`src/design/dsd_pkg.sv`:
```
// Shared types, codes and constants of the decimal seven-segment frame driver.
// Used by dsd_bcd_stage, dsd_emitter and decimal_seven_segment_frame_driver.
package dsd_pkg;

  localparam int VALUE_W    = 16;
  localparam int BCD_DIGITS = 5;
  localparam int BCD_W      = 4 * BCD_DIGITS;
  localparam int BRIGHT_W   = 3;
  localparam int DD_STAGES  = 4;
  localparam int DD_STEPS   = VALUE_W / DD_STAGES;

  localparam logic [BRIGHT_W-1:0] BRIGHT_RESET = 3'd7;

  localparam logic CMD_INIT = 1'b0;
  localparam logic CMD_SHOW = 1'b1;

  localparam logic [7:0] BYTE_DATA_CMD = 8'h40;
  localparam logic [7:0] BYTE_ADDR_CMD = 8'hC0;
  localparam logic [7:0] BYTE_CTRL_CMD = 8'h88;

  // init prefix: start, data cmd, stop, start, ctrl cmd, stop
  localparam int INIT_SYMS    = 6;
  localparam int POS_DATA_CMD = 1;
  localparam int POS_STOP_A   = 2;
  localparam int POS_CTRL_CMD = 4;
  localparam int POS_STOP_B   = 5;

  typedef enum logic [1:0] {
    KIND_START = 2'd0,
    KIND_BYTE  = 2'd1,
    KIND_STOP  = 2'd2
  } kind_e;

  typedef struct packed {
    logic                  cmd;
    logic [BRIGHT_W-1:0]   bright;
    logic [BCD_DIGITS-1:0] blank;
    logic [VALUE_W-1:0]    bin;
    logic [BCD_W-1:0]      bcd;
  } item_t;

  function automatic logic [7:0] seg_of(input logic [3:0] digit);
    logic [7:0] seg;
    case (digit)
      4'd0:    seg = 8'h3F;
      4'd1:    seg = 8'h06;
      4'd2:    seg = 8'h5B;
      4'd3:    seg = 8'h4F;
      4'd4:    seg = 8'h66;
      4'd5:    seg = 8'h6D;
      4'd6:    seg = 8'h7D;
      4'd7:    seg = 8'h07;
      4'd8:    seg = 8'h7F;
      4'd9:    seg = 8'h6F;
      default: seg = 8'h00;
    endcase
    return seg;
  endfunction

  function automatic logic [VALUE_W-1:0] pow10(input int p);
    logic [VALUE_W-1:0] r;
    case (p)
      1:       r = 16'd10;
      2:       r = 16'd100;
      3:       r = 16'd1000;
      4:       r = 16'd10000;
      default: r = 16'd1;
    endcase
    return r;
  endfunction

endpackage

```
`src/design/dsd_bcd_stage.sv`:
```
// One pipeline stage of the binary to BCD converter (shift and add-3 steps).
// Depends on dsd_pkg for the item struct.
module dsd_bcd_stage #(
  parameter int STEPS = 4
) (
  input  logic          clk_i,
  input  logic          rst_ni,
  input  logic          in_valid_i,
  output logic          in_ready_o,
  input  dsd_pkg::item_t in_item_i,
  output logic          out_valid_o,
  input  logic          out_ready_i,
  output dsd_pkg::item_t out_item_o
);

  logic           valid_q;
  dsd_pkg::item_t item_q, item_d;

  always_comb begin
    logic [dsd_pkg::BCD_W-1:0]   bcd_v;
    logic [dsd_pkg::VALUE_W-1:0] bin_v;
    item_d = in_item_i;
    bcd_v  = in_item_i.bcd;
    bin_v  = in_item_i.bin;
    for (int s = 0; s < STEPS; s++) begin
      for (int d = 0; d < dsd_pkg::BCD_DIGITS; d++) begin
        if (bcd_v[4*d +: 4] >= 4'd5) begin
          bcd_v[4*d +: 4] = bcd_v[4*d +: 4] + 4'd3;
        end
      end
      {bcd_v, bin_v} = {bcd_v[dsd_pkg::BCD_W-2:0], bin_v, 1'b0};
    end
    item_d.bcd = bcd_v;
    item_d.bin = bin_v;
  end

  assign in_ready_o  = !valid_q || out_ready_i;
  assign out_valid_o = valid_q;
  assign out_item_o  = item_q;

  always_ff @(posedge clk_i or negedge rst_ni) begin
    if (!rst_ni) begin
      valid_q <= 1'b0;
    end else if (in_ready_o) begin
      valid_q <= in_valid_i;
    end
  end

  always_ff @(posedge clk_i) begin
    if (in_ready_o && in_valid_i) begin
      item_q <= item_d;
    end
  end

endmodule

```
`src/design/dsd_emitter.sv`:
```
// Symbol sequencer: maps digits to segments and plays out one transaction's bus
// frames into an output register, one symbol per cycle unless stalled; uses dsd_pkg.
module dsd_emitter #(
  parameter int DIGIT_COUNT = 4
) (
  input  logic           clk_i,
  input  logic           rst_ni,
  input  logic           in_valid_i,
  output logic           in_ready_o,
  input  dsd_pkg::item_t in_item_i,
  output logic           out_valid_o,
  input  logic           out_ready_i,
  output logic [1:0]     symbol_kind_o,
  output logic [7:0]     symbol_byte_o,
  output logic           last_o
);

  localparam int IDX_W    = $clog2(DIGIT_COUNT + dsd_pkg::INIT_SYMS + 3);
  localparam int STOP_POS = DIGIT_COUNT + 2;

  logic                         busy_q;
  logic                         cmd_q;
  logic [dsd_pkg::BRIGHT_W-1:0] bright_q;
  logic [IDX_W-1:0]             idx_q;
  logic [7:0]                   segs_q [DIGIT_COUNT];
  logic [7:0]                   segs_load [DIGIT_COUNT];

  logic                         out_valid_q;
  dsd_pkg::kind_e               kind_q, kind_d;
  logic [7:0]                   byte_q, byte_d;
  logic                         last_q, last_d;

  logic                         advance;
  logic                         done;
  logic                         load;
  logic                         is_seg;
  logic                         in_prefix;
  logic [IDX_W-1:0]             pos;

  always_comb begin
    in_prefix = (cmd_q == dsd_pkg::CMD_INIT) && (idx_q < IDX_W'(dsd_pkg::INIT_SYMS));
    pos       = (cmd_q == dsd_pkg::CMD_INIT) ? idx_q - IDX_W'(dsd_pkg::INIT_SYMS) : idx_q;
    kind_d    = dsd_pkg::KIND_START;
    byte_d    = 8'h00;
    last_d    = 1'b0;
    is_seg    = 1'b0;
    if (in_prefix) begin
      if (idx_q == IDX_W'(dsd_pkg::POS_DATA_CMD)) begin
        kind_d = dsd_pkg::KIND_BYTE;
        byte_d = dsd_pkg::BYTE_DATA_CMD;
      end else if (idx_q == IDX_W'(dsd_pkg::POS_CTRL_CMD)) begin
        kind_d = dsd_pkg::KIND_BYTE;
        byte_d = dsd_pkg::BYTE_CTRL_CMD | {5'd0, bright_q};
      end else if (idx_q == IDX_W'(dsd_pkg::POS_STOP_A) ||
                   idx_q == IDX_W'(dsd_pkg::POS_STOP_B)) begin
        kind_d = dsd_pkg::KIND_STOP;
      end
    end else if (pos == IDX_W'(0)) begin
      kind_d = dsd_pkg::KIND_START;
    end else if (pos == IDX_W'(1)) begin
      kind_d = dsd_pkg::KIND_BYTE;
      byte_d = dsd_pkg::BYTE_ADDR_CMD;
    end else if (pos == IDX_W'(STOP_POS)) begin
      kind_d = dsd_pkg::KIND_STOP;
      last_d = 1'b1;
    end else begin
      kind_d = dsd_pkg::KIND_BYTE;
      byte_d = segs_q[0];
      is_seg = 1'b1;
    end
  end

  // digit i from the left sits at decimal position DIGIT_COUNT-1-i
  always_comb begin
    logic [3:0] digit;
    logic       blank;
    int         p;
    for (int i = 0; i < DIGIT_COUNT; i++) begin
      p     = DIGIT_COUNT - 1 - i;
      digit = 4'(in_item_i.bcd >> (4 * p));
      blank = (p != 0) &&
              ((p >= dsd_pkg::BCD_DIGITS) || 1'(in_item_i.blank >> p));
      if (in_item_i.cmd == dsd_pkg::CMD_INIT || blank) begin
        segs_load[i] = 8'h00;
      end else begin
        segs_load[i] = dsd_pkg::seg_of(digit);
      end
    end
  end

  assign advance    = !out_valid_q || out_ready_i;
  assign done       = busy_q && advance && last_d;
  assign in_ready_o = !busy_q || done;
  assign load       = in_valid_i && in_ready_o;

  always_ff @(posedge clk_i or negedge rst_ni) begin
    if (!rst_ni) begin
      busy_q      <= 1'b0;
      out_valid_q <= 1'b0;
      idx_q       <= '0;
    end else begin
      if (advance) begin
        out_valid_q <= busy_q;
      end
      if (load) begin
        busy_q <= 1'b1;
        idx_q  <= '0;
      end else begin
        if (done) begin
          busy_q <= 1'b0;
        end
        if (advance && busy_q) begin
          idx_q <= idx_q + IDX_W'(1);
        end
      end
    end
  end

  always_ff @(posedge clk_i) begin
    if (advance && busy_q) begin
      kind_q <= kind_d;
      byte_q <= byte_d;
      last_q <= last_d;
      if (is_seg) begin
        for (int i = 0; i < DIGIT_COUNT - 1; i++) begin
          segs_q[i] <= segs_q[i+1];
        end
        segs_q[DIGIT_COUNT-1] <= 8'h00;
      end
    end
    if (load) begin
      cmd_q    <= in_item_i.cmd;
      bright_q <= in_item_i.bright;
      segs_q   <= segs_load;
    end
  end

  assign out_valid_o   = out_valid_q;
  assign symbol_kind_o = kind_q;
  assign symbol_byte_o = byte_q;
  assign last_o        = last_q;

endmodule

```
`src/design/decimal_seven_segment_frame_driver.sv`:
```
// Top level of the decimal seven-segment frame driver: input register, config
// register, BCD pipeline and symbol sequencer. Depends on dsd_pkg, dsd_bcd_stage,
// dsd_emitter.
//
//  channel  | signals                                   | moves
//  ---------+-------------------------------------------+--------------------------
//  in       | in_valid_i, in_ready_o, cmd_i, value_i    | one command transaction
//  out      | out_valid_o, out_ready_i, symbol_kind_o,  | one bus symbol
//           | symbol_byte_o, last_o                     |
//  cfg      | psel, penable, pwrite, paddr, pwdata,     | brightness register
//           | prdata, pready                            |
//
// a show transaction gives DIGIT_COUNT+3 symbols, init gives DIGIT_COUNT+9, one per
// cycle while out is not stalled, from the sequencer's output register; that
// register sets the sustained rate. The first symbol passes the input register,
// the four BCD stages and the sequencer; later transactions queue in the pipeline
// behind it. Reset clears all valid bits and sets brightness to 7; a stall on out
// holds the symbol and backs up the pipeline stage by stage without loss
module decimal_seven_segment_frame_driver #(
  parameter int DIGIT_COUNT = 4
) (
  input  logic        clk_i,
  input  logic        rst_ni,
  input  logic        in_valid_i,
  output logic        in_ready_o,
  input  logic        cmd_i,
  input  logic [15:0] value_i,
  output logic        out_valid_o,
  input  logic        out_ready_i,
  output logic [1:0]  symbol_kind_o,
  output logic [7:0]  symbol_byte_o,
  output logic        last_o,
  input  logic        psel,
  input  logic        penable,
  input  logic        pwrite,
  input  logic [2:0]  paddr,
  input  logic [31:0] pwdata,
  output logic [31:0] prdata,
  output logic        pready
);

  logic [dsd_pkg::BRIGHT_W-1:0] bright_q;
  logic                         reg_sel;

  assign pready  = 1'b1;
  assign reg_sel = (paddr[2] == 1'b0);
  assign prdata  = reg_sel ? {29'd0, bright_q} : 32'd0;

  always_ff @(posedge clk_i or negedge rst_ni) begin
    if (!rst_ni) begin
      bright_q <= dsd_pkg::BRIGHT_RESET;
    end else if (psel && penable && pwrite && pready && reg_sel) begin
      bright_q <= pwdata[dsd_pkg::BRIGHT_W-1:0];
    end
  end

  logic           valid_s [dsd_pkg::DD_STAGES+1];
  logic           ready_s [dsd_pkg::DD_STAGES+1];
  dsd_pkg::item_t item_s  [dsd_pkg::DD_STAGES+1];

  logic           in_valid_q;
  dsd_pkg::item_t in_item_q, in_item_d;

  always_comb begin
    in_item_d        = '0;
    in_item_d.cmd    = cmd_i;
    in_item_d.bright = bright_q;
    in_item_d.bin    = value_i;
    in_item_d.bcd    = '0;
    for (int p = 1; p < dsd_pkg::BCD_DIGITS; p++) begin
      in_item_d.blank[p] = value_i < dsd_pkg::pow10(p);
    end
  end

  assign in_ready_o = !in_valid_q || ready_s[0];

  always_ff @(posedge clk_i or negedge rst_ni) begin
    if (!rst_ni) begin
      in_valid_q <= 1'b0;
    end else if (in_ready_o) begin
      in_valid_q <= in_valid_i;
    end
  end

  always_ff @(posedge clk_i) begin
    if (in_ready_o && in_valid_i) begin
      in_item_q <= in_item_d;
    end
  end

  assign valid_s[0] = in_valid_q;
  assign item_s[0]  = in_item_q;

  for (genvar g = 0; g < dsd_pkg::DD_STAGES; g++) begin : g_bcd
    dsd_bcd_stage #(
      .STEPS (dsd_pkg::DD_STEPS)
    ) u_stage (
      .clk_i       (clk_i),
      .rst_ni      (rst_ni),
      .in_valid_i  (valid_s[g]),
      .in_ready_o  (ready_s[g]),
      .in_item_i   (item_s[g]),
      .out_valid_o (valid_s[g+1]),
      .out_ready_i (ready_s[g+1]),
      .out_item_o  (item_s[g+1])
    );
  end

  dsd_emitter #(
    .DIGIT_COUNT (DIGIT_COUNT)
  ) u_emitter (
    .clk_i         (clk_i),
    .rst_ni        (rst_ni),
    .in_valid_i    (valid_s[dsd_pkg::DD_STAGES]),
    .in_ready_o    (ready_s[dsd_pkg::DD_STAGES]),
    .in_item_i     (item_s[dsd_pkg::DD_STAGES]),
    .out_valid_o   (out_valid_o),
    .out_ready_i   (out_ready_i),
    .symbol_kind_o (symbol_kind_o),
    .symbol_byte_o (symbol_byte_o),
    .last_o        (last_o)
  );

endmodule

```
`config.mk`:
```
export PLATFORM = sky130hd
export DESIGN_NAME = decimal_seven_segment_frame_driver
export DESIGN_NICKNAME = d
export VERILOG_FILES = /design/src/design/dsd_pkg.sv /design/src/design/dsd_bcd_stage.sv /design/src/design/dsd_emitter.sv /design/src/design/decimal_seven_segment_frame_driver.sv
export SDC_FILE = /design/constraint.sdc
export NUM_CORES = 1
export LEC_CHECK = 0
export ABC_AREA = 1
export BUFFER_PORTS_ARGS = -buffer_cell sky130_fd_sc_hd__buf_2
export CAP_MARGIN = 20
export CORE_UTILIZATION = 60
export DETAILED_ROUTE_END_ITERATION = 10
export PLACE_DENSITY = 0.8
export SYNTH_ARGS = -nofsm -noshare
export SYNTH_HDL_FRONTEND = slang
export SYNTH_SLANG_ARGS = --single-unit
```
`constraint.sdc`:
```
create_clock -name clk_i -period 5.6 [get_ports clk_i]
set_clock_uncertainty 0.1 [all_clocks]
set_input_delay 0.84 -clock clk_i [delete_from_list [all_inputs] [get_ports clk_i]]
set_output_delay 0.84 -clock clk_i [all_outputs]
set_load 0.03 [all_outputs]
```
==> results of run 1 <==
[cells in the final DEF, fill, tap and decap left out, drive strengths merged, types with 3 or more instances in the layout]
| cell type | n |
|---|---|
| nand2 | 341 |
| inv | 213 |
| edfxtp | 164 |
| nand3 | 123 |
| ha | 80 |
| nor2 | 74 |
| o21ai | 64 |
| buf | 51 |
| a21oi | 44 |
| conb | 30 |
| xor2 | 30 |
| dfxtp | 28 |
| clkbuf | 25 |
| nand3b | 15 |
| dfrtp | 11 |
| or2 | 10 |
| a21o | 9 |
| clkinv | 9 |
| nand4 | 5 |
| o211ai | 4 |
| mux2i | 4 |
| and2 | 3 |
| dfstp | 3 |
[worst register-to-register path: cells and delay by family (launching register included)]
kind	cells	cell delay (ps)
flops	1	390
fa+ha+maj	5	1000
buf+inv	4	300
xor+xnor	4	1070
simple gates	2	280
compound gates	5	1060
[cells by family after synthesis]
family | share of synthesized area, %
multiplexers | 0.3386
other | 0.06350
AO/OA/AOI/OAI | 6.517
AND/OR/NAND/NOR | 23.47
flip-flops | 49.38
buffers and inverters | 9.025
adder cells (fa/ha/maj) | 8.464
XOR/XNOR | 2.751
[where the power goes]
group | internal, mW | switching (mW) | total, mW
sequential | 2.02 | 0.0869 | 2.10
combinational | 0.516 | 1.05 | 1.57
clock | 0.846 | 0.584 | 1.43
[per-layer routing]
layer	vias up	routed length (um)	GRT usage (%)
li1	4253	-	-
met1	3638	8170	22.71
met2	173	9527	35.68
met3	41	671	2.658
met4	0	464	5.942
met5	-	0	0
[metrics by stage]
step	cells	total power, mW	setup slack, ps
3_5_place_dp	1580	3.686	1229
3_3_place_gp	1580	3.613	1445
2_1_floorplan	1310	3.407	1530
5_1_grt	1621	5.437	676.2
4_1_cts	1620	5.136	1178
6_report	1621	5.103	1166
[worst min-delay path by stage]
stage	cells past startpoint	endpoint	slack, ps
floorplan	0	g_bcd[0].u_stage.out_item_o[0]	300
global placement	0	g_bcd[2].u_stage.out_item_o[0]	300
detailed placement	0	g_bcd[0].u_stage.out_item_o[32]	300
CTS	1	g_bcd[2].u_stage.out_valid_o	120
global route	1	g_bcd[2].u_stage.out_valid_o	140
finish	1	g_bcd[2].u_stage.out_valid_o	130
[area by class of cell]
cell class / instances / share of cell area, %
Clock buffer: 25 / 4.470
Clock inverter: 15 / 1.125
Inverter: 211 / 6.104
Timing Repair Buffer: 51 / 2.269
Sequential cell: 206 / 44.86
Multi-Input combinational cell: 853 / 38.67
Tap cell: 260 / 2.499
==> metrics.yaml, run 1 <==
status:
  outcome: "completed"
die:
  die_w_um: 142.4
  io_pins: 105
  initial_core_util_pct: 62.18
  core_area_um2: 19020
  fp.dieH_um: 142.4
  dieArea_um2: 20280
  rows: 50
clock_network:
  htree_levels: 1
  numCtsBuffers: 22
  cts_tree: "built"
  ctsHoldBuffers: 0
  post_cts_buffers: 0
  cts_sinks: 206
  cts_root_buffer: "clkbuf_16"
  clock_path_buffers: 3
  path_clk_slew_ps: 70
  ctsResizeCount: 0
  clk_latency_ps: 510
routing:
  drt-initial-drc-count: 353
  totalWireLength_um: 18830
  route.detailed.drc: 0
  first_pass_iters: 5
  wl_per_cell_um: 11.62
  drtAntennaViolNets: 0
  num_vias: 8105
  vias_per_cell: 5.000
layout:
  fin_util_pct: 68.44
  area_delta_synth_final_pct: 10.06
  nFillCells: 1431
  fin_nets: 1484
  multi_input_area_um2: 5034
  final_area_um2: 13020
  final_layout_size_suffix_gt1_share_pct: 14.11
  diodes: 0
  ff_latch_area_um2: 5839
critical_path:
  crit_buf_inv: 4
  crit_fanout: 4
  path_cells: "inv_1 > ha_1 > o21ai_1 > xor2_1 > inv_1 > ha_1 > o21ai_0 > nand2_1 > o211ai_1 > xor2_1 > ha_1 > inv_1 > ha_1 > a21oi_1 > xor2_1 > inv_1 > ha_1 > o21ai_0 > nand2_1 > xor2_1"
  crit_top_cell: "ha_1"
  reg2regPathDepth: 20
  r2r-end: "g_bcd[1].u_stage.out_item_o[5]"
  cp.required_ps: 5770
  critical-path-max-stage-delay_ps: 390
  crit_path_start: "g_bcd[0].u_stage.out_item_o[0]"
  cp.arrival_ps: 4600
  endpoint_kind: "flip-flop"
  cp_num_cells: 20
  reg2reg_from: "g_bcd[0].u_stage.out_item_o[0]"
  crit_type: "flip-flop to flip-flop"
  critPathLaunchType: "flip-flop"
  r2r_slack_ps: 1170
  critPathCapture: "g_bcd[1].u_stage.out_item_o[5]"
  cp_top_family: "XOR/XNOR gates"
  slowest_stage: "edfxtp_1"
timing:
  max_freq_mhz: 225.5
  tns_ps: 0
  hold-worst-slack_ps: 132.3
  slew_viol_final: 0
  fin_crit_sh_pct: 79.19
  hold_viol: 0
  tightest_slew_ps: 875.0
  setup_viol: 0
  fin_crit_ps: 4434
  relSlewSlack_pct: 41.60
  rsz0062_at_grt: "false"
global_routing:
  grt_max_degree: 29
  grt_use_total_pct: 19.15
  grt_pass1_wl_um: 31930
  antenna_found_initial: 0
  grt-ovfl-total: 0
  grt_pass1_vias: 7592
power:
  power_density_nw_per_um2: 392.1
  leakage_nw: 6.260
  ir_worst_vdd_mv: 0.2864
place:
  dp_hpwl_um: 13430
  placed_area_um2: 12260
  port_buffers: 43
  globalplace.congestion: 0.7960
logic_synthesis:
  synth_top_cell_area_share_pct: 41.64
  syn_area_um2: 11830
  dominantRegCellSynth: "edfxtp_1"
  yosysTopAreaCell: "edfxtp_1"
  synthTopCellsByArea: "edfxtp_1 42%, nand2_1 9.5%, ha_1 8.5%, inv_1 6.4%, dfxtp_1 4.7%"
  syn_inst: 1282
  ys_warn_count: 0
  async_flop_share_pct: 6.796
  yosysSeqAreaShare_pct: 49.38
  syn-mean-instance-area_um2: 9.225
  synth_edf_count: 164
  ys_types: 52
  synth_seq_cells: 206
  synthTopCellsByCount: "298 x nand2_1, 201 x inv_1, 164 x edfxtp_1, 105 x nand3_1, 80 x ha_1"
  yosysMostFrequentCell: "nand2_1"
job:
  maxCapViolCount: 0
min_path:
  min_path_type: "input pin to async pin"
Note: power is estimated with default switching activity, not from simulation.
==> run 2, diff against run 1 <==
==> constraint.sdc (replaced) <==
create_clock -name clk_i -period 4.4 [get_ports clk_i]
set_clock_uncertainty 0.1 [all_clocks]
set_input_delay 0.66 -clock clk_i [delete_from_list [all_inputs] [get_ports clk_i]]
set_output_delay 0.66 -clock clk_i [all_outputs]
set_load 0.03 [all_outputs]
==> run 2 against run 1 <==
  * Cell count rose by 0.80%
  * Sequential power rose by 28%
  * Setup slack got worse by 820 ps
  * Sequential cell count did not move
  * Worst hold slack improved by 110 ps
  * Critical path type unchanged
  * Cell area rose by 0.85%
  * Core utilization rose by 0.58 points
  * Clock power rose by 20%
==> metrics.yaml, run 2 (same netlist as run 1, synthesis figures left out) <==
global_routing:
  grt_pass1_vias: 7539  # -0.70%
  grt_pass1_wl_um: 31140  # -2.5%
  grt_use_total_pct: 18.42  # -0.74 points
  antenna_found_initial: 0  # unchanged
  grt_max_degree: 30  # +3.4%
  grt-ovfl-total: 0  # unchanged
power:
  leakage_nw: 6.307  # +0.75%
  power_density_nw_per_um2: 492.4  # +26%
  ir_worst_vdd_mv: 0.3858  # +35%
die:
  dieArea_um2: 20280  # unchanged
  fp.dieH_um: 142.4  # unchanged
  initial_core_util_pct: 62.18  # unchanged
  io_pins: 105  # unchanged
  core_area_um2: 19020  # unchanged
  die_w_um: 142.4  # unchanged
  rows: 50  # unchanged
clock_network:
  cts_tree: "built"
  clock_path_buffers: 3  # unchanged
  htree_levels: 1  # unchanged
  numCtsBuffers: 22  # unchanged
  path_clk_slew_ps: 60  # about the same
  cts_root_buffer: "clkbuf_16"
  cts_sinks: 206  # unchanged
  clk_latency_ps: 490  # -20 ps
layout:
  mostFrequentLayoutCells: "298 x nand2_1, 200 x inv_1, 164 x edfxtp_1, 103 x nand3_1, 80 x ha_1"
  diodes: 0  # unchanged
  ff_latch_area_um2: 5839  # unchanged
  fin_cells: 1634  # +0.80%
  fin_nets: 1497  # +0.88%
  final_common_cell: "nand2_1"
  nFillCells: 1451  # +1.4%
  multi_input_area_um2: 5104  # +1.4%
  area_delta_synth_final_pct: 10.99
  final_layout_size_suffix_gt1_share_pct: 15.43  # +1.3 points
routing:
  route.detailed.drc: 0  # unchanged
  drtAntennaViolNets: 0  # unchanged
  vias_per_cell: 4.928  # -1.4%
  drt-initial-drc-count: 288  # -18%
  first_pass_iters: 5  # unchanged
  num_vias: 8053  # -0.64%
  wl_per_cell_um: 11.08  # -4.7%
  totalWireLength_um: 18100  # -3.9%
min_path:
  min_path_type: "input pin to flip-flop"
timing:
  setup_viol: 0  # unchanged
  relSlewSlack_pct: 42.62  # +1.0 points
  tightest_slew_ps: 859.8  # -15.24 ps
  slew_viol_final: 0  # unchanged
  max_freq_mhz: 246.5  # +9.3%
  hold_viol: 0  # unchanged
  fin_crit_sh_pct: 92.18  # +13 points
  tns_ps: 0  # unchanged
  fin_crit_ps: 4056  # -378.3 ps
status:
  outcome: "completed"
critical_path:
  critical-path-max-stage-delay_ps: 430  # +40 ps
  endpoint_kind: "flip-flop"
  cp.arrival_ps: 4200  # -400 ps
  crit_type: "flip-flop to flip-flop"
  crit_buf_inv: 5  # +1
  crit_fanout: 4  # unchanged
  path_cells: "ha_1 > a21oi_1 > o21ai_2 > xor2_1 > inv_1 > ha_1 > inv_1 > o21ai_0 > nand2_1 > o211ai_1 > xor2_1 > buf_4 > inv_1 > ha_1 > a21oi_2 > xor2_2 > inv_1 > ha_1 > o21ai_0 > nand2_1 > xor2_1"
  slowest_stage: "edfxtp_1"
  cp.required_ps: 4540  # -1230 ps
  critPathLaunchType: "flip-flop"
  cp_top_family: "compound AO/OA/AOI/OAI gates"
place:
  place_inst: 1583  # +0.19%
  dp_hpwl_um: 13450  # +0.15%
  port_buffers: 43  # unchanged
  globalplace.congestion: 0.8060  # +1.3%
job:
  maxCapViolCount: 0  # unchanged
-- run 2: changes by cell type in the layout (fill, tap and decap cells not counted), sizes merged --
cell	change
clkbuf	+2
dlygate4sd3	+1
inv	-2
buf	+12
bufinv	-1
clkinvlp	+1
-- run 2: cell type report --
cell class / count / share of cell area (%)
flip-flops and latches: 206 / 44.49
multi-input cells: 853 / 38.88
inverters: 211 / 6.053
clock buffers: 27 / 4.499
repair buffers: 64 / 2.860
well taps: 260 / 2.478
clock inverters: 13 / 0.7435
-- run 2: repair_timing --
item,4_1_cts,5_1_grt
endpoints found under the hold margin,11,0
buffers inserted,0,10
hold buffers,1,0
setup endpoints to repair,0,20
gates resized for setup,0,17
-- run 2: worst paths after layout --
check	end	slack (ps)	cells after the start	start
setup / recovery	g_bcd[1].u_stage.out_item_o[5]	340	21	g_bcd[0].u_stage.out_item_o[0]
hold / removal	in_item_q[20]	240	1	value_i[0]
setup reg to reg	g_bcd[1].u_stage.out_item_o[5]	340	21	g_bcd[0].u_stage.out_item_o[0]
hold reg to reg	g_bcd[2].u_stage.out_item_o[44]	320	0	g_bcd[1].u_stage.out_item_o[44]
max in group asynchronous	bright_q[1]	3360	2	rst_ni
min in group asynchronous	u_emitter.idx_q[2]	530	2	rst_ni
-- run 2: metrics by stage --
step / utilization (%) / power, mW / hold WS [ps] / setup slack (ps) / instance area, um2
6_report: 69.02 / 6.464 / 242.7 / 343.9 / 13130
4_1_cts: 68.26 / 6.436 / 226.3 / 109.2 / 12980
2_1_floorplan: - / 4.336 / 264.4 / 330.3 / 11930
5_1_grt: 69.02 / 6.881 / 232.6 / -36.50 / 13130
3_3_place_gp: 64.59 / 4.609 / 300.8 / 289.1 / 12280
3_5_place_dp: 64.59 / 4.704 / 304.5 / 127.6 / 12280
-- run 2: where the power goes --
part	leakage (nW)	total, mW	internal, mW	switching [mW]
registers	1.89	2.68	2.57	0.113
logic	4.09	2.06	0.708	1.36
clock network	0.331	1.72	1.01	0.704
total	6.31	6.46	4.29	2.17
-- run 2: layer usage --
layer | vias up | part of all wire [%] | GRT usage, %
li1 | 4262 | - | -
met1 | 3655 | 45 | 22.62
met2 | 107 | 50 | 33.98
met3 | 29 | 2.6 | 2.086
met4 | 0 | 2.2 | 5.263
met5 | - | 0 | 0
==> run 3, diff against run 2 <==
--- a/config.mk
+++ b/config.mk
@@ -8,9 +8,9 @@
 export ABC_AREA = 1
 export BUFFER_PORTS_ARGS = -buffer_cell sky130_fd_sc_hd__buf_2
 export CAP_MARGIN = 20
-export CORE_UTILIZATION = 60
+export CORE_UTILIZATION = 55
 export DETAILED_ROUTE_END_ITERATION = 10
-export PLACE_DENSITY = 0.8
+export PLACE_DENSITY = 0.77
 export SYNTH_ARGS = -nofsm -noshare
 export SYNTH_HDL_FRONTEND = slang
 export SYNTH_SLANG_ARGS = --single-unit
==> constraint.sdc (replaced) <==
create_clock -name clk_i -period 3.6 [get_ports clk_i]
set_clock_uncertainty 0.1 [all_clocks]
set_input_delay 0.54 -clock clk_i [delete_from_list [all_inputs] [get_ports clk_i]]
set_output_delay 0.54 -clock clk_i [all_outputs]
set_load 0.03 [all_outputs]
==> run 3 against run 2 <==
  * The flow now finishes with violations (negative setup slack)
  * Sequential cell count is the same
  * Via count grew 10%
  * Die area grew 9.0%
==> metrics.yaml, run 3 (same netlist as run 1, synthesis figures left out) <==
layout:
  area_delta_synth_final_pct: 27.05
  diodes: 0  # unchanged
  mostFrequentLayoutCells: "244 x nand2_1, 164 x edfxtp_1, 161 x inv_1, 134 x buf_4, 80 x nand3_1"
  final_common_cell: "nand2_1"
  fin_util_pct: 71.48  # +2.5 points
  fin_nets: 1617  # +8.0%
  final_area_um2: 15030  # +14%
  final_layout_size_suffix_gt1_share_pct: 34.74  # +19 points
clock_network:
  numCtsBuffers: 22  # unchanged
  cts_root_buffer: "clkbuf_16"
  cts_sinks: 206  # unchanged
  cts_tree: "built"
  clock_path_buffers: 3  # unchanged
  path_clk_slew_ps: 60  # about the same
  htree_levels: 1  # unchanged
  clk_latency_ps: 500  # about the same
critical_path:
  endpoint_kind: "flip-flop"
  crit_top_cell: "inv_1"
  critical-path-max-stage-delay_ps: 440  # about the same
  cp.arrival_ps: 3770  # -430 ps
  r2r_slack_ps: -30  # -370 ps
  reg2reg_from: "g_bcd[1].u_stage.out_item_o[0]"
  crit_type: "flip-flop to flip-flop"
  critPathLaunchType: "flip-flop"
  cp.required_ps: 3750  # -790 ps
  crit_fanout: 4  # unchanged
  reg2regPathDepth: 21  # unchanged
  crit_path_start: "g_bcd[1].u_stage.out_item_o[0]"
  path_cells: "inv_1 > ha_2 > nor2_2 > inv_1 > nand3_2 > nand2_1 > inv_1 > ha_1 > o21ai_1 > nand2_2 > xor2_2 > buf_4 > ha_1 > nor2_1 > o21ai_2 > xor2_2 > ha_1 > inv_1 > o21ai_1 > nand2_1 > xor2_1"
  r2r-end: "g_bcd[2].u_stage.out_item_o[5]"
  slowest_stage: "edfxtp_1"
power:
  p_clk_share_pct: 24.7  # -1.9 points
  leakage_nw: 6.993  # +11%
  switching_share_pct: 34.51  # +0.88 points
  switchingPower_mw: 3.037  # +40%
  p_comb_share_pct: 38.1  # +6.2 points
  ir_worst_vdd_mv: 0.4099  # +6.3%
  seqPwrFrac_pct: 37.3  # -4.2 points
  power_density_nw_per_um2: 585.7  # +19%
  internal_power_mw: 5.764  # +34%
min_path:
  worstHoldStart: "cmd_i"
  min_path_type: "input pin to flip-flop"
  holdPathEnd: "in_item_q[44]"
  hold_depth: 1  # unchanged
place:
  placed_area_um2: 12970  # +5.6%
  globalplace.congestion: 0.8331  # +3.4%
  dp_hpwl_um: 14320  # +6.5%
  port_buffers: 43  # unchanged
die:
  fp.dieH_um: 148.6  # +4.4%
  core_area_um2: 21020  # +11%
  die_w_um: 148.6  # +4.4%
  dieArea_um2: 22090  # +9.0%
  rows: 53  # +6.0%
  io_pins: 105  # unchanged
  initial_core_util_pct: 56.26  # -5.9 points
timing:
  hold_viol: 0  # unchanged
  setup_ws_ps: -29.38  # -373.3 ps
  fin_crit_ps: 3629  # -426.7 ps
  rsz0062_at_grt: "true"
  tightest_slew_ps: 697.9  # -161.9 ps
  fin_crit_sh_pct: 100.8  # +8.6 points
  setup_viol: 7  # +7
  slew_viol_final: 0  # unchanged
  max_freq_mhz: 275.5  # +12%
  relSlewSlack_pct: 53.42  # +11 points
routing:
  wl_per_cell_um: 12.84  # +16%
  vias_per_cell: 5.033  # +2.1%
  num_vias: 8889  # +10%
  totalWireLength_um: 22680  # +25%
  drtAntennaViolNets: 0  # unchanged
  route.detailed.drc: 0  # unchanged
  first_pass_iters: 5  # unchanged
  drt-initial-drc-count: 269  # -6.6%
global_routing:
  antenna_found_initial: 0  # unchanged
  grt_max_degree: 29  # -3.3%
  grt_use_total_pct: 18.50  # +0.087 points
  grt-ovfl-total: 0  # unchanged
  grt_pass1_wl_um: 34190  # +9.8%
  grt_pass1_vias: 8254  # +9.5%
status:
  failed_checks: "negative setup slack"
  outcome: "complete, but fails checks"
job:
  maxCapViolCount: 0  # unchanged
[run 3: changes by cell type in the layout (fill, tap and decap cells not counted), moves of 15 or more]
| cell | before | now |
|---|---|---|
| buf_4 | 20 | 134 |
| ha_1 | 80 | 47 |
| ha_2 | 0 | 15 |
| ha_4 | 0 | 18 |
| inv_1 | 200 | 161 |
| inv_2 | 10 | 45 |
| nand2_1 | 298 | 244 |
| nand2_2 | 30 | 62 |
| nand2_4 | 12 | 34 |
| nand3_1 | 103 | 80 |
[run 3: worst max-delay path, delay by kind of cell, from the launching register on]
family / cells / cell delay [ps]
AO/OA/AOI/OAI: 3 / 490
XOR/XNOR: 3 / 560
adder cells (fa/ha/maj): 4 / 700
buffers and inverters: 5 / 450
flip-flops: 1 / 440
AND/OR/NAND/NOR: 6 / 660
[run 3: how the worst max path moves through the flow]
| stage | endpoint | cells past startpoint |
|---|---|---|
| finish | g_bcd[2].u_stage.out_item_o[5] | 21 |
| global route | g_bcd[2].u_stage.out_item_o[5] | 21 |
| CTS | g_bcd[1].u_stage.out_item_o[5] | 21 |
| detailed placement | flip-flop | 31 |
| global placement | g_bcd[2].u_stage.out_item_o[5] | 21 |
| floorplan | g_bcd[1].u_stage.out_item_o[5] | 21 |
[run 3: layer usage]
layer / up-vias / wire length (um) / global-route usage (%) / share of wire, %
met4: 0 / 590 / 5.619 / 2.6
met2: 181 / 12540 / 35.72 / 55
met1: 4157 / 8905 / 20.80 / 39
met3: 53 / 645 / 2.577 / 2.8
li1: 4498 / - / - / -
met5: - / 0 / 0 / 0
[run 3: timing repair]
item                                    CTS  global route
hold buffers                              1             0
resized for setup                        53           195
setup buffers                            16            40
pin swaps                                37            90
endpoints found under the setup margin   34            49
endpoints found under the hold margin    11             0
[run 3: area by class of cell]
cell class              instances  area [um2]
well taps                     275       344.1
repair buffers                184        1314
clock inverters                 7       71.32
flip-flops and latches        206        5842
inverters                     211       804.5
clock buffers                  30       631.9
multi-input cells             853        6018
fillers                      1345        5996
[run 3: through the flow]
step	hold WS [ps]	power, mW	setup WS, ps	setup TNS, ps	instances
floorplan	144.4	5.327	-52.76	-92.69	1310
global placement	300.4	5.870	-71.70	-398.0	1676
detailed placement	304.5	5.999	-196.7	-2708	1676
CTS	102.6	8.335	-11.99	-26.98	1730
global route	100.4	9.318	-332.0	-7106	1766
finish	123.7	8.800	-29.38	-73.55	1766
[run 3: power groups by stage]
| stage | Combinational (mW) | Clock (mW) | Sequential (mW) |
|---|---|---|---|
| floorplan | 1.95 | 0 | 3.37 |
| global placement | 2.56 | 0 | 3.31 |
| detailed placement | 2.68 | 0 | 3.32 |
| CTS | 2.86 | 2.20 | 3.28 |
| global route | 3.72 | 2.29 | 3.31 |
| finish | 3.35 | 2.17 | 3.28 |
